==> config.mk <==
export PLATFORM = sky130hd
export DESIGN_NAME = fixed_partition_fit_allocator
export DESIGN_NICKNAME = d
export VERILOG_FILES = /design/src/rtl/core/fpfa_pkg.sv /design/src/rtl/core/fpfa_cmp.sv /design/src/rtl/core/fpfa_mem.sv /design/src/rtl/core/fixed_partition_fit_allocator.sv
export VERILOG_INCLUDE_DIRS = /design/src /design/src/rtl/core
export SDC_FILE = /design/constraint.sdc
export NUM_CORES = 1
export LEC_CHECK = 0
export BUFFER_PORTS_ARGS = -buffer_cell sky130_fd_sc_hd__buf_2
export CORE_MARGIN = 5
export CORE_UTILIZATION = 55
export DETAILED_ROUTE_END_ITERATION = 12
export PLACE_DENSITY = 0.79
export REMOVE_ABC_BUFFERS = 1
export SKIP_CTS_REPAIR_TIMING = 1
export SYNTH_ARGS = -nofsm -noshare
export SYNTH_HDL_FRONTEND = slang
export SYNTH_SLANG_ARGS = --single-unit
==> constraint.sdc <==
create_clock -name clk -period 10.03 [get_ports clk]
set_input_delay 2.006 -clock clk [delete_from_list [all_inputs] [get_ports clk]]
set_output_delay 2.006 -clock clk [all_outputs]
set_load 0.01 [all_outputs]
==> src/rtl/core/fixed_partition_fit_allocator_assert.svh <==
// Assertion macros for the partition allocator
`ifndef FIXED_PARTITION_FIT_ALLOCATOR_ASSERT_SVH
`define FIXED_PARTITION_FIT_ALLOCATOR_ASSERT_SVH

`ifndef ASSERT_OFF
`define FPFA_ASSERT_NOW(label, clk, rst_n, ante, cons) \
	label: assert property (@(posedge clk) disable iff (!rst_n) (ante) |-> (cons)) \
	else $error("fpfa assertion failed");
`define FPFA_ASSERT_NEXT(label, clk, rst_n, ante, cons) \
	label: assert property (@(posedge clk) disable iff (!rst_n) (ante) |=> (cons)) \
	else $error("fpfa assertion failed");
`else
`define FPFA_ASSERT_NOW(label, clk, rst_n, ante, cons)
`define FPFA_ASSERT_NEXT(label, clk, rst_n, ante, cons)
`endif

`endif

==> src/rtl/core/fpfa_pkg.sv <==
`timescale 1ns / 1ps
package fpfa_pkg;

	localparam int STATUS_W   = 2;
	localparam int IDX_OUT_W  = 5;
	localparam int PORT_SIZE_W = 16;
	localparam int CFG_IDX_W  = 1;
	localparam int CFG_DATA_W = 6;
	localparam int BCOUNT_W   = 6;

	localparam logic [BCOUNT_W-1:0] BCOUNT_RESET = 6'd32;

	localparam logic FUNC_LOAD  = 1'b0;
	localparam logic FUNC_ALLOC = 1'b1;

	localparam logic FIT_FIRST = 1'b0;
	localparam logic FIT_WORST = 1'b1;

	localparam logic [STATUS_W-1:0] ST_LOADED  = 2'd0;
	localparam logic [STATUS_W-1:0] ST_GRANTED = 2'd1;
	localparam logic [STATUS_W-1:0] ST_NOFIT   = 2'd2;

	localparam logic [CFG_IDX_W-1:0] REG_FIT_MODE    = 1'd0;
	localparam logic [CFG_IDX_W-1:0] REG_BLOCK_COUNT = 1'd1;

	typedef struct packed {
		logic ge;
		logic gt;
	} cmp_res_t;

endpackage

==> src/rtl/core/fpfa_cmp.sv <==
`timescale 1ns / 1ps
module fpfa_cmp #(
	parameter int W = 16
) (
	input  logic [W-1:0]         cand,
	input  logic [W-1:0]         req,
	input  logic [W-1:0]         best,
	output fpfa_pkg::cmp_res_t   res,
	output logic [W-1:0]         diff
);
	import fpfa_pkg::*;

	logic [W:0] sub;

	assign sub    = {1'b0, cand} - {1'b0, req};
	assign diff   = sub[W-1:0];
	assign res.ge = ~sub[W];
	assign res.gt = cand > best;

endmodule

==> src/rtl/core/fpfa_mem.sv <==
`timescale 1ns / 1ps
module fpfa_mem #(
	parameter int DEPTH = 32,
	parameter int AW    = 5,
	parameter int DW    = 16
) (
	input  logic          clk,
	input  logic          wr_en,
	input  logic [AW-1:0] wr_addr,
	input  logic [DW-1:0] wr_data,
	input  logic          rd_en,
	input  logic [AW-1:0] rd_addr,
	output logic [DW-1:0] rd_data
);

	logic [DW-1:0] mem [DEPTH];

	always_ff @(posedge clk) begin
		if (wr_en) begin
			mem[wr_addr] <= wr_data;
		end
	end

	always_ff @(posedge clk) begin
		if (rd_en) begin
			rd_data <= mem[rd_addr];
		end
	end

endmodule

==> src/rtl/core/fixed_partition_fit_allocator.sv <==
`timescale 1ns / 1ps
// Fixed partition allocator. A load transaction writes one block size and frees
// that block; its result is published from the finish state once the output is
// free. An allocate transaction scans blocks 0 through the effective block count
// minus one, reading one entry of the size memory per cycle through a single
// compare/subtract unit, and publishes its result the same way; first fit stops
// at the first fitting free block. One transaction is in work at a time; a
// finished result may wait at the output while the next transaction is accepted.
// Sizes are held at SIZE_BITS bits; the block size memory holds no defined value
// for a block until it has been loaded.
module fixed_partition_fit_allocator #(
	parameter int NUM_BLOCKS = 32,
	parameter int SIZE_BITS  = 16
) (
	input  logic                                clk,
	input  logic                                arst_n,
	input  logic                                in_valid,
	output logic                                in_ready,
	input  logic                                func,
	input  logic [4:0]                          block_slot,
	input  logic [fpfa_pkg::PORT_SIZE_W-1:0]    size,
	output logic                                out_valid,
	input  logic                                out_ready,
	output logic [fpfa_pkg::STATUS_W-1:0]       status,
	output logic [fpfa_pkg::IDX_OUT_W-1:0]      block_index,
	output logic [fpfa_pkg::PORT_SIZE_W-1:0]    block_size,
	output logic [fpfa_pkg::PORT_SIZE_W-1:0]    leftover,
	input  logic                                cfg_we,
	input  logic [fpfa_pkg::CFG_IDX_W-1:0]      cfg_index,
	input  logic [fpfa_pkg::CFG_DATA_W-1:0]     cfg_data
);
	import fpfa_pkg::*;

	`include "fixed_partition_fit_allocator_assert.svh"

	localparam int AW    = (NUM_BLOCKS > 1) ? $clog2(NUM_BLOCKS) : 1;
	localparam int CNT_W = $clog2(NUM_BLOCKS + 1);

	localparam logic [1:0] S_IDLE = 2'd0;
	localparam logic [1:0] S_SCAN = 2'd1;
	localparam logic [1:0] S_FIN  = 2'd2;

	logic [1:0]            state_q;
	logic                  fit_mode_q;
	logic [BCOUNT_W-1:0]   block_count_q;
	logic [CNT_W-1:0]      limit_c;
	logic [CNT_W-1:0]      limit_q;
	logic [CNT_W-1:0]      rd_idx_q;
	logic [SIZE_BITS-1:0]  req_q;
	logic                  is_load_q;
	logic                  found_q;
	logic [AW-1:0]         best_idx_q;
	logic [SIZE_BITS-1:0]  best_size_q;
	logic [SIZE_BITS-1:0]  left_q;
	logic                  ev_v_s1;
	logic [AW-1:0]         ev_idx_s1;
	logic                  used_s1;
	logic [NUM_BLOCKS-1:0] used_q;

	logic                  out_valid_q;
	logic [STATUS_W-1:0]   status_q;
	logic [IDX_OUT_W-1:0]  block_index_q;
	logic [PORT_SIZE_W-1:0] block_size_q;
	logic [PORT_SIZE_W-1:0] leftover_q;

	logic                  in_acc;
	logic                  load_ok;
	logic                  do_load;
	logic                  issue;
	logic [AW-1:0]         rd_addr;
	logic [SIZE_BITS-1:0]  rd_data;
	cmp_res_t              cmp;
	logic [SIZE_BITS-1:0]  diff;
	logic                  hit;
	logic                  take;
	logic                  scan_end;
	logic                  out_free;
	logic                  publish;

	assign limit_c = (32'(block_count_q) > 32'(NUM_BLOCKS)) ? CNT_W'(NUM_BLOCKS)
	                                                         : CNT_W'(block_count_q);
	assign in_ready = (state_q == S_IDLE);
	assign in_acc   = in_valid && in_ready;
	assign load_ok  = (32'(block_slot) < 32'(NUM_BLOCKS));
	assign do_load  = in_acc && (func == FUNC_LOAD) && load_ok;
	assign issue    = (state_q == S_SCAN) && (rd_idx_q < limit_q);
	assign rd_addr  = rd_idx_q[AW-1:0];
	assign hit      = ev_v_s1 && !used_s1 && cmp.ge;
	assign take     = hit && (!found_q || ((fit_mode_q == FIT_WORST) && cmp.gt));
	assign scan_end = (state_q == S_SCAN) &&
	                  ((take && (fit_mode_q == FIT_FIRST)) || (!ev_v_s1 && !issue));
	assign out_free = !out_valid_q || out_ready;
	assign publish  = (state_q == S_FIN) && out_free;

	fpfa_mem #(
		.DEPTH (NUM_BLOCKS),
		.AW    (AW),
		.DW    (SIZE_BITS)
	) u_mem (
		.clk     (clk),
		.wr_en   (do_load),
		.wr_addr (AW'(block_slot)),
		.wr_data (SIZE_BITS'(size)),
		.rd_en   (issue),
		.rd_addr (rd_addr),
		.rd_data (rd_data)
	);

	fpfa_cmp #(
		.W (SIZE_BITS)
	) u_cmp (
		.cand (rd_data),
		.req  (req_q),
		.best (best_size_q),
		.res  (cmp),
		.diff (diff)
	);

	always_ff @(posedge clk or negedge arst_n) begin
		if (!arst_n) begin
			fit_mode_q    <= FIT_FIRST;
			block_count_q <= BCOUNT_RESET;
		end else if (cfg_we) begin
			unique case (cfg_index)
				REG_FIT_MODE:    fit_mode_q    <= cfg_data[0];
				REG_BLOCK_COUNT: block_count_q <= cfg_data[BCOUNT_W-1:0];
			endcase
		end
	end

	always_ff @(posedge clk or negedge arst_n) begin
		if (!arst_n) begin
			state_q     <= S_IDLE;
			rd_idx_q    <= '0;
			ev_v_s1     <= 1'b0;
			found_q     <= 1'b0;
			out_valid_q <= 1'b0;
			used_q      <= '0;
		end else begin
			ev_v_s1 <= issue;
			if (publish) begin
				out_valid_q <= 1'b1;
			end else if (out_valid_q && out_ready) begin
				out_valid_q <= 1'b0;
			end
			if (do_load) begin
				used_q[AW'(block_slot)] <= 1'b0;
			end
			unique case (state_q)
				S_IDLE: begin
					if (in_acc) begin
						rd_idx_q <= '0;
						found_q  <= 1'b0;
						state_q  <= (func == FUNC_LOAD) ? S_FIN : S_SCAN;
					end
				end
				S_SCAN: begin
					if (issue) begin
						rd_idx_q <= rd_idx_q + 1'b1;
					end
					if (take) begin
						found_q <= 1'b1;
					end
					if (scan_end) begin
						state_q <= S_FIN;
					end
				end
				S_FIN: begin
					if (out_free) begin
						state_q <= S_IDLE;
						if (found_q) begin
							used_q[best_idx_q] <= 1'b1;
						end
					end
				end
				default: state_q <= S_IDLE;
			endcase
		end
	end

	always_ff @(posedge clk) begin
		if (in_acc) begin
			req_q     <= SIZE_BITS'(size);
			limit_q   <= limit_c;
			is_load_q <= (func == FUNC_LOAD);
		end
		if (issue) begin
			ev_idx_s1 <= rd_addr;
			used_s1   <= used_q[rd_addr];
		end
		if ((state_q == S_SCAN) && take) begin
			best_idx_q  <= ev_idx_s1;
			best_size_q <= rd_data;
			left_q      <= diff;
		end
		if (publish) begin
			if (is_load_q) begin
				status_q <= ST_LOADED;
			end else if (found_q) begin
				status_q <= ST_GRANTED;
			end else begin
				status_q <= ST_NOFIT;
			end
			block_index_q <= found_q ? IDX_OUT_W'(best_idx_q) : '0;
			block_size_q  <= found_q ? PORT_SIZE_W'(best_size_q) : '0;
			leftover_q    <= found_q ? PORT_SIZE_W'(left_q) : '0;
		end
	end

	assign out_valid   = out_valid_q;
	assign status      = status_q;
	assign block_index = block_index_q;
	assign block_size  = block_size_q;
	assign leftover    = leftover_q;

	`FPFA_ASSERT_NOW(a_scan_bound, clk, arst_n, state_q == S_SCAN, rd_idx_q <= limit_q)
	`FPFA_ASSERT_NOW(a_first_fit_stops, clk, arst_n, (state_q == S_SCAN) && found_q,
		fit_mode_q == FIT_WORST)
	`FPFA_ASSERT_NOW(a_nogrant_zero, clk, arst_n, out_valid_q && (status_q != ST_GRANTED),
		(block_index_q == '0) && (block_size_q == '0) && (leftover_q == '0))
	`FPFA_ASSERT_NEXT(a_load_frees, clk, arst_n, (state_q == S_IDLE) && do_load,
		(state_q == S_FIN) && !found_q)

endmodule
Word-level counts from Yosys, hierarchy flattened:

Memory sizes are Yosys's and may differ from the RTL's. A register that Yosys moved wholly into a read port is not among the register bits.
Index checks and enable logic that the tools add are counted.

* add/sub/neg operators: 2
* order comparisons: 8
* equal/unequal tests: 7
* multiplexer cells: 26
* bitwise logic cells: 7
* reductions and logical operators: 31

Operator list (number)
* $mux 32: 4
* $and 32x32->32: 1
* $not 32->32: 1
* $or 32x32->32: 1
* $lt 5x6->1 const B: 3
* $sub 16x16->17: 1
* $gt 16x16->1: 1
* $logic_and 1x1->1: 15
* $mux 6: 2
* $pmux 6 s2: 1
* $demux 1 s5: 2
* $ge 5x1->1 const B: 2
* $mux 2: 5
* $mux 1: 9
* $reduce_and 3->1: 3
* $ne 2x2->1 const B: 4
* $add 6x1->6 const B: 1
* $gt 6x6->1 const B: 1
* $lt 6x6->1: 1
* $pmux 2 s3: 1
* $bmux 1 s5: 1
* $logic_not 1->1: 5
* $not 1->1: 4
* $reduce_and 2->1: 2
* 7 further kinds: 10

* flip-flop bits (word level): 155
* RAM bits: 512
* memories kept: 1

Memory list
* u_mem.mem: depth 32, bits a word 16, rd ports 1, clocked after Yosys merged registers in 1, write ports 1, line fpfa_mem.sv:16 `logic [DW-1:0] mem [DEPTH];`

Logic depth before layout (Yosys ltp):

* word-level depth: 11
* mapped depth: 9
* depth with buffers taken out: 9

Cells and area by module:

From an unflattened synthesis, not the netlist that was laid out.

* cell total of the unflattened synthesis: 1740
* area, all modules: 28044.4 um^2

By module, submodules not included
* fpfa_mem: times used 1, cells an instance 1143, area an instance 20696.1 um^2
* fixed_partition_fit_allocator: times used 1, cells an instance 413, area an instance 6030.8 um^2
* fpfa_cmp: times used 1, cells an instance 184, area an instance 1317.5 um^2

Worst setup path after synthesis:

No wires, ideal clock.

* path type: input-to-reg
* from: input port out_ready
* to: register used_q[2]
* setup time: 117 ps
* arrival time: 4905 ps
* slack: 5008 ps
* stages on the path: 4
* path through: nand2b_1 > nor2b_1 > nand4b_1 > o41ai_1

* cells in the longest elaborated chain, start to end: 3

RTL lines
* from (decl): line fixed_partition_fit_allocator.sv:23 `input logic out_ready,`
* $logic_or 1x1->1: line fixed_partition_fit_allocator.sv:92 `assign out_free = !out_valid_q || out_ready;`
* $mux 32: line fixed_partition_fit_allocator.sv:169 `if (out_free) begin`
* $mux 32: line fixed_partition_fit_allocator.sv:149 `unique case (state_q)`
* to (signal assigned): line fixed_partition_fit_allocator.sv:138 `used_q <= '0;`
* to (signal, indexed assignment): line fixed_partition_fit_allocator.sv:147 `used_q[AW'(block_slot)] <= 1'b0;`
* to (signal, indexed assignment): line fixed_partition_fit_allocator.sv:172 `used_q[best_idx_q] <= 1'b1;`
* to (decl): line fixed_partition_fit_allocator.sv:58 `logic [NUM_BLOCKS-1:0] used_q;`

Every way passes these cells.
A chain may end at the register's enable or synchronous reset.

Final worst setup path:

* from: input port in_valid
* to: memory u_mem.mem[13][9], enable pin

* cells in the longest elaborated chain, start to end: 4

RTL lines
* from (decl): line fixed_partition_fit_allocator.sv:17 `input logic in_valid,`
* $logic_and 1x1->1: line fixed_partition_fit_allocator.sv:83 `assign in_acc = in_valid && in_ready;`
* via in_acc: line fixed_partition_fit_allocator.sv:66 `logic in_acc;`
* $logic_and 1x1->1: line fixed_partition_fit_allocator.sv:85 `assign do_load = in_acc && (func == FUNC_LOAD) && load_ok;`
* $mux 1: line fpfa_mem.sv:19 `if (wr_en) begin`
* $mux 1 (implied by the code): line fpfa_mem.sv:20 `mem[wr_addr] <= wr_data;`
* to (decl): line fpfa_mem.sv:16

The timed path passes the listed nets, and every way through them passes these cells.

==> impl_metrics.env <==
export IMPL_crit_family="simple AND/OR/NAND/NOR gates"
export IMPL_status="finished, final reports clean"
export IMPL_totalWireLength_mm=61.2
export IMPL_drive_above_1_share_pct=27.1
export IMPL_cts_made_buffers=61
export IMPL_slowest_delay_ns=0.81
export IMPL_first_global_vias=13900
export IMPL_cts_tree="done"
export IMPL_clock_latency_ns=0.64
export IMPL_drtAntennaViolNets=0
export IMPL_viasPerCell=6.33
export IMPL_worst_path_buf_inv=2
export IMPL_cts_root_buffer="clkbuf_16"
export IMPL_crit_top_cell="nand2_1"
export IMPL_dr_pass1_iters=5
export IMPL_cp_arrival_ns=4.59
export IMPL_fin_nets=1529
export IMPL_wl_per_cell_microns=28.2
export IMPL_crit_path_end_kind="register"
export IMPL_dp_hpwl_mm=35.0
export IMPL_final_max_slew_viol_count=0
export IMPL_drv_cap=0
export IMPL_place_gp_congestion=0.922
export IMPL_min_period_ns=4.33
export IMPL_setup_violations=0
export IMPL_portBuffers=74
export IMPL_layout_commonest_cell="edfxtp_1"
export IMPL_required_ns=10.28
export IMPL_die_h_microns=232
export IMPL_critPathLaunchType="primary input"
export IMPL_rsz0062_at_grt="false"
export IMPL_fillCellCount=3192
export IMPL_hold_path_class="register to register"
export IMPL_async_flop_share_pct=7.32
export IMPL_die_w_microns=232
export IMPL_postSynthCellCount=1350
export IMPL_synth_seq_cells=683
export IMPL_worst_path_max_fanout=26
export IMPL_num_rows=81
export IMPL_synth_ff_type="edfxtp_1"
export IMPL_power_density_mw_per_mm2=240
export IMPL_relSlewSlack_pct=22.3
export IMPL_grt_pass1_wl_mm=91.1
export IMPL_post_route_util_pct=62.2
export IMPL_antenna_found_initial=3
export IMPL_setup_ws_ns=5.70
export IMPL_fin_crit_sh_pct=43.2
export IMPL_clock_skew_ns=0.0182
export IMPL_gr_total_overflow=0
export IMPL_cts_clk_slew_worst_paths_ns=0.07
export IMPL_post_place_ws_ns=5.10
export IMPL_syn_to_final_growth_pct=12.0
export IMPL_synth_avg_cell_area_sq_um=20.1
export IMPL_crit_chain="buf_2 -> nand2_1 -> inv_1 -> and3_1 -> nand2_1 -> nor2_2"
export IMPL_die_area_sq_mm=0.0539
export IMPL_synth_edf_count=633
export IMPL_vias=13700
export IMPL_core_area_sq_mm=0.0490
export IMPL_drt_iter0_drc=1848
export IMPL_path_class="primary input to register"
export IMPL_ir_drop_uv=172
export IMPL_max_freq_mhz=231
export IMPL_cts_sinks=683
export IMPL_setup_tns_ns=0
export IMPL_final_cell_mix="edfxtp_1, mux4_2, buf_2"
export IMPL_tightestPinTransition_ns=1.17
export IMPL_seq_area_frac_synth_pct=74.6
export IMPL_io_pins=75
export IMPL_drc=0
export IMPL_critPathSlowestCell="nor2_2"
export IMPL_yosysUniqueCellTypes=56
export IMPL_antennaDiodeCount=0
export IMPL_clockBufferDepth=3
export IMPL_grt_max_degree=118
export IMPL_synth_area_sq_mm=0.0272
export IMPL_grt_usage_pct=23.2
export IMPL_leakage_uw=0.0100
export IMPL_start_util_pct=55.5
export IMPL_hold_violations=0
export IMPL_htreeDepth=2
export IMPL_synth_warnings=0
-- final timing paths --
check | depth (start not counted) | start | to | slack [ns]
worst max-delay path | 6 | in_valid | u_mem.mem[13][9]$_DFFE_PP_ | 5.70
worst min-delay path | 0 | ev_idx_s1[2]$_DFFE_PP_ | best_idx_q[2]$_DFFE_PP_ | 0.43
worst max register to register | 5 | rd_idx_q[1]$_DFFE_PN0P_ | u_mem.rd_data[4]$_DFFE_PP_ | 6.03
worst min register to register | 0 | ev_idx_s1[2]$_DFFE_PP_ | best_idx_q[2]$_DFFE_PP_ | 0.43
max in group asynchronous | 1 | arst_n | rd_idx_q[0]$_DFFE_PN0P_ | 7.58
min in group asynchronous | 1 | arst_n | block_count_q[3]$_DFFE_PN0P_ | 1.60
-- state kept, by name, summed over array words and instances, names as in the netlist, 16 cells and up --
register and cells:
u_mem.mem 512, used_q 32, best_size_q 16, block_size 16
left_q 16, leftover 16, req_q 16, u_mem.rd_data 16
-- final cells by class --
cell class	count	area, sq um	share of cell area [%]
inverter	50	188	0.617
sequential	683	20300	66.6
multi-input combinational	560	6510	21.4
clock buffer	81	1600	5.26
tap	664	831	2.73
timing repair buffer	100	578	1.90
clock inverter	33	443	1.46
-- synthesized netlist by cell type (2+ instances only) --
library cell | number | area, sq um
a31oi_1 | 2 | 12.5
a21o_1 | 6 | 45.0
o211ai_1 | 9 | 67.6
o311ai_0 | 2 | 17.5
a21oi_1 | 17 | 85.1
nor3_1 | 4 | 20.0
and2_1 | 37 | 231
o41ai_1 | 5 | 43.8
xor2_1 | 3 | 26.3
or2_2 | 4 | 25.0
ha_1 | 38 | 475
buf_2 | 9 | 45.0
nor2_1 | 52 | 195
clkbuf_1 | 31 | 116
inv_1 | 50 | 188
a211o_1 | 2 | 17.5
o21bai_1 | 4 | 30.0
nand2b_1 | 10 | 62.6
o2111ai_1 | 2 | 17.5
buf_1 | 7 | 26.3
a211oi_1 | 3 | 22.5
and3_1 | 3 | 18.8
edfxtp_1 | 633 | 19000
mux2_2 | 24 | 270
or3_1 | 2 | 12.5
o21ai_0 | 72 | 360
nor4_1 | 2 | 12.5
buf_4 | 9 | 67.6
xnor2_1 | 7 | 61.3
nand4_1 | 5 | 31.3
dfrtp_1 | 49 | 1230
o21a_1 | 5 | 37.5
or3b_2 | 2 | 17.5
nor2b_1 | 12 | 75.1
nand3b_1 | 3 | 22.5
nand3_1 | 10 | 50.1
nand2_1 | 26 | 97.6
or4_1 | 2 | 15.0
mux4_2 | 170 | 3830
-- report_power, final --
part | switching [uW] | leakage, uW | internal [uW]
Clock | 1010 | 0.000982 | 1380
Combinational | 825 | 0.00262 | 669
Sequential | 105 | 0.00639 | 3310
-- cell families after synthesis --
| group | Yosys count | share of synthesized area (%) |
|---|---|---|
| DFF | 683 | 74.6 |
| and+or+nand+nor | 175 | 3.30 |
| AOI/OAI and AO/OA | 142 | 3.23 |
| adders and majority gates | 39 | 1.82 |
| muxes | 194 | 15.1 |
| buffers and inverters | 107 | 1.67 |
| xor gates and xnor gates | 10 | 0.322 |
-- stage by stage --
stage               cells  power (uW)  instance area (sq um)  hold WS (ns)
floorplan            1293        4590                  26900         0.400
global placement     2057        4910                  28400         0.402
detailed placement   2057        4940                  28400         0.405
CTS                  2171        7330                  30400         0.421
global route         2171        7580                  30400         0.439
finish               2171        7300                  30400         0.427
-- routing by layer --
| metal | track usage, % | vias to the layer above | part of all wire [%] |
|---|---|---|---|
| met4 | 8.60 | 6 | 4.1 |
| met3 | 4.74 | 131 | 11 |
| met2 | 36.0 | 894 | 47 |
| met1 | 33.2 | 7018 | 38 |
| met5 | 0 | - | 0.069 |
| li1 | - | 5699 | - |
(Power assumes the default switching activity.)
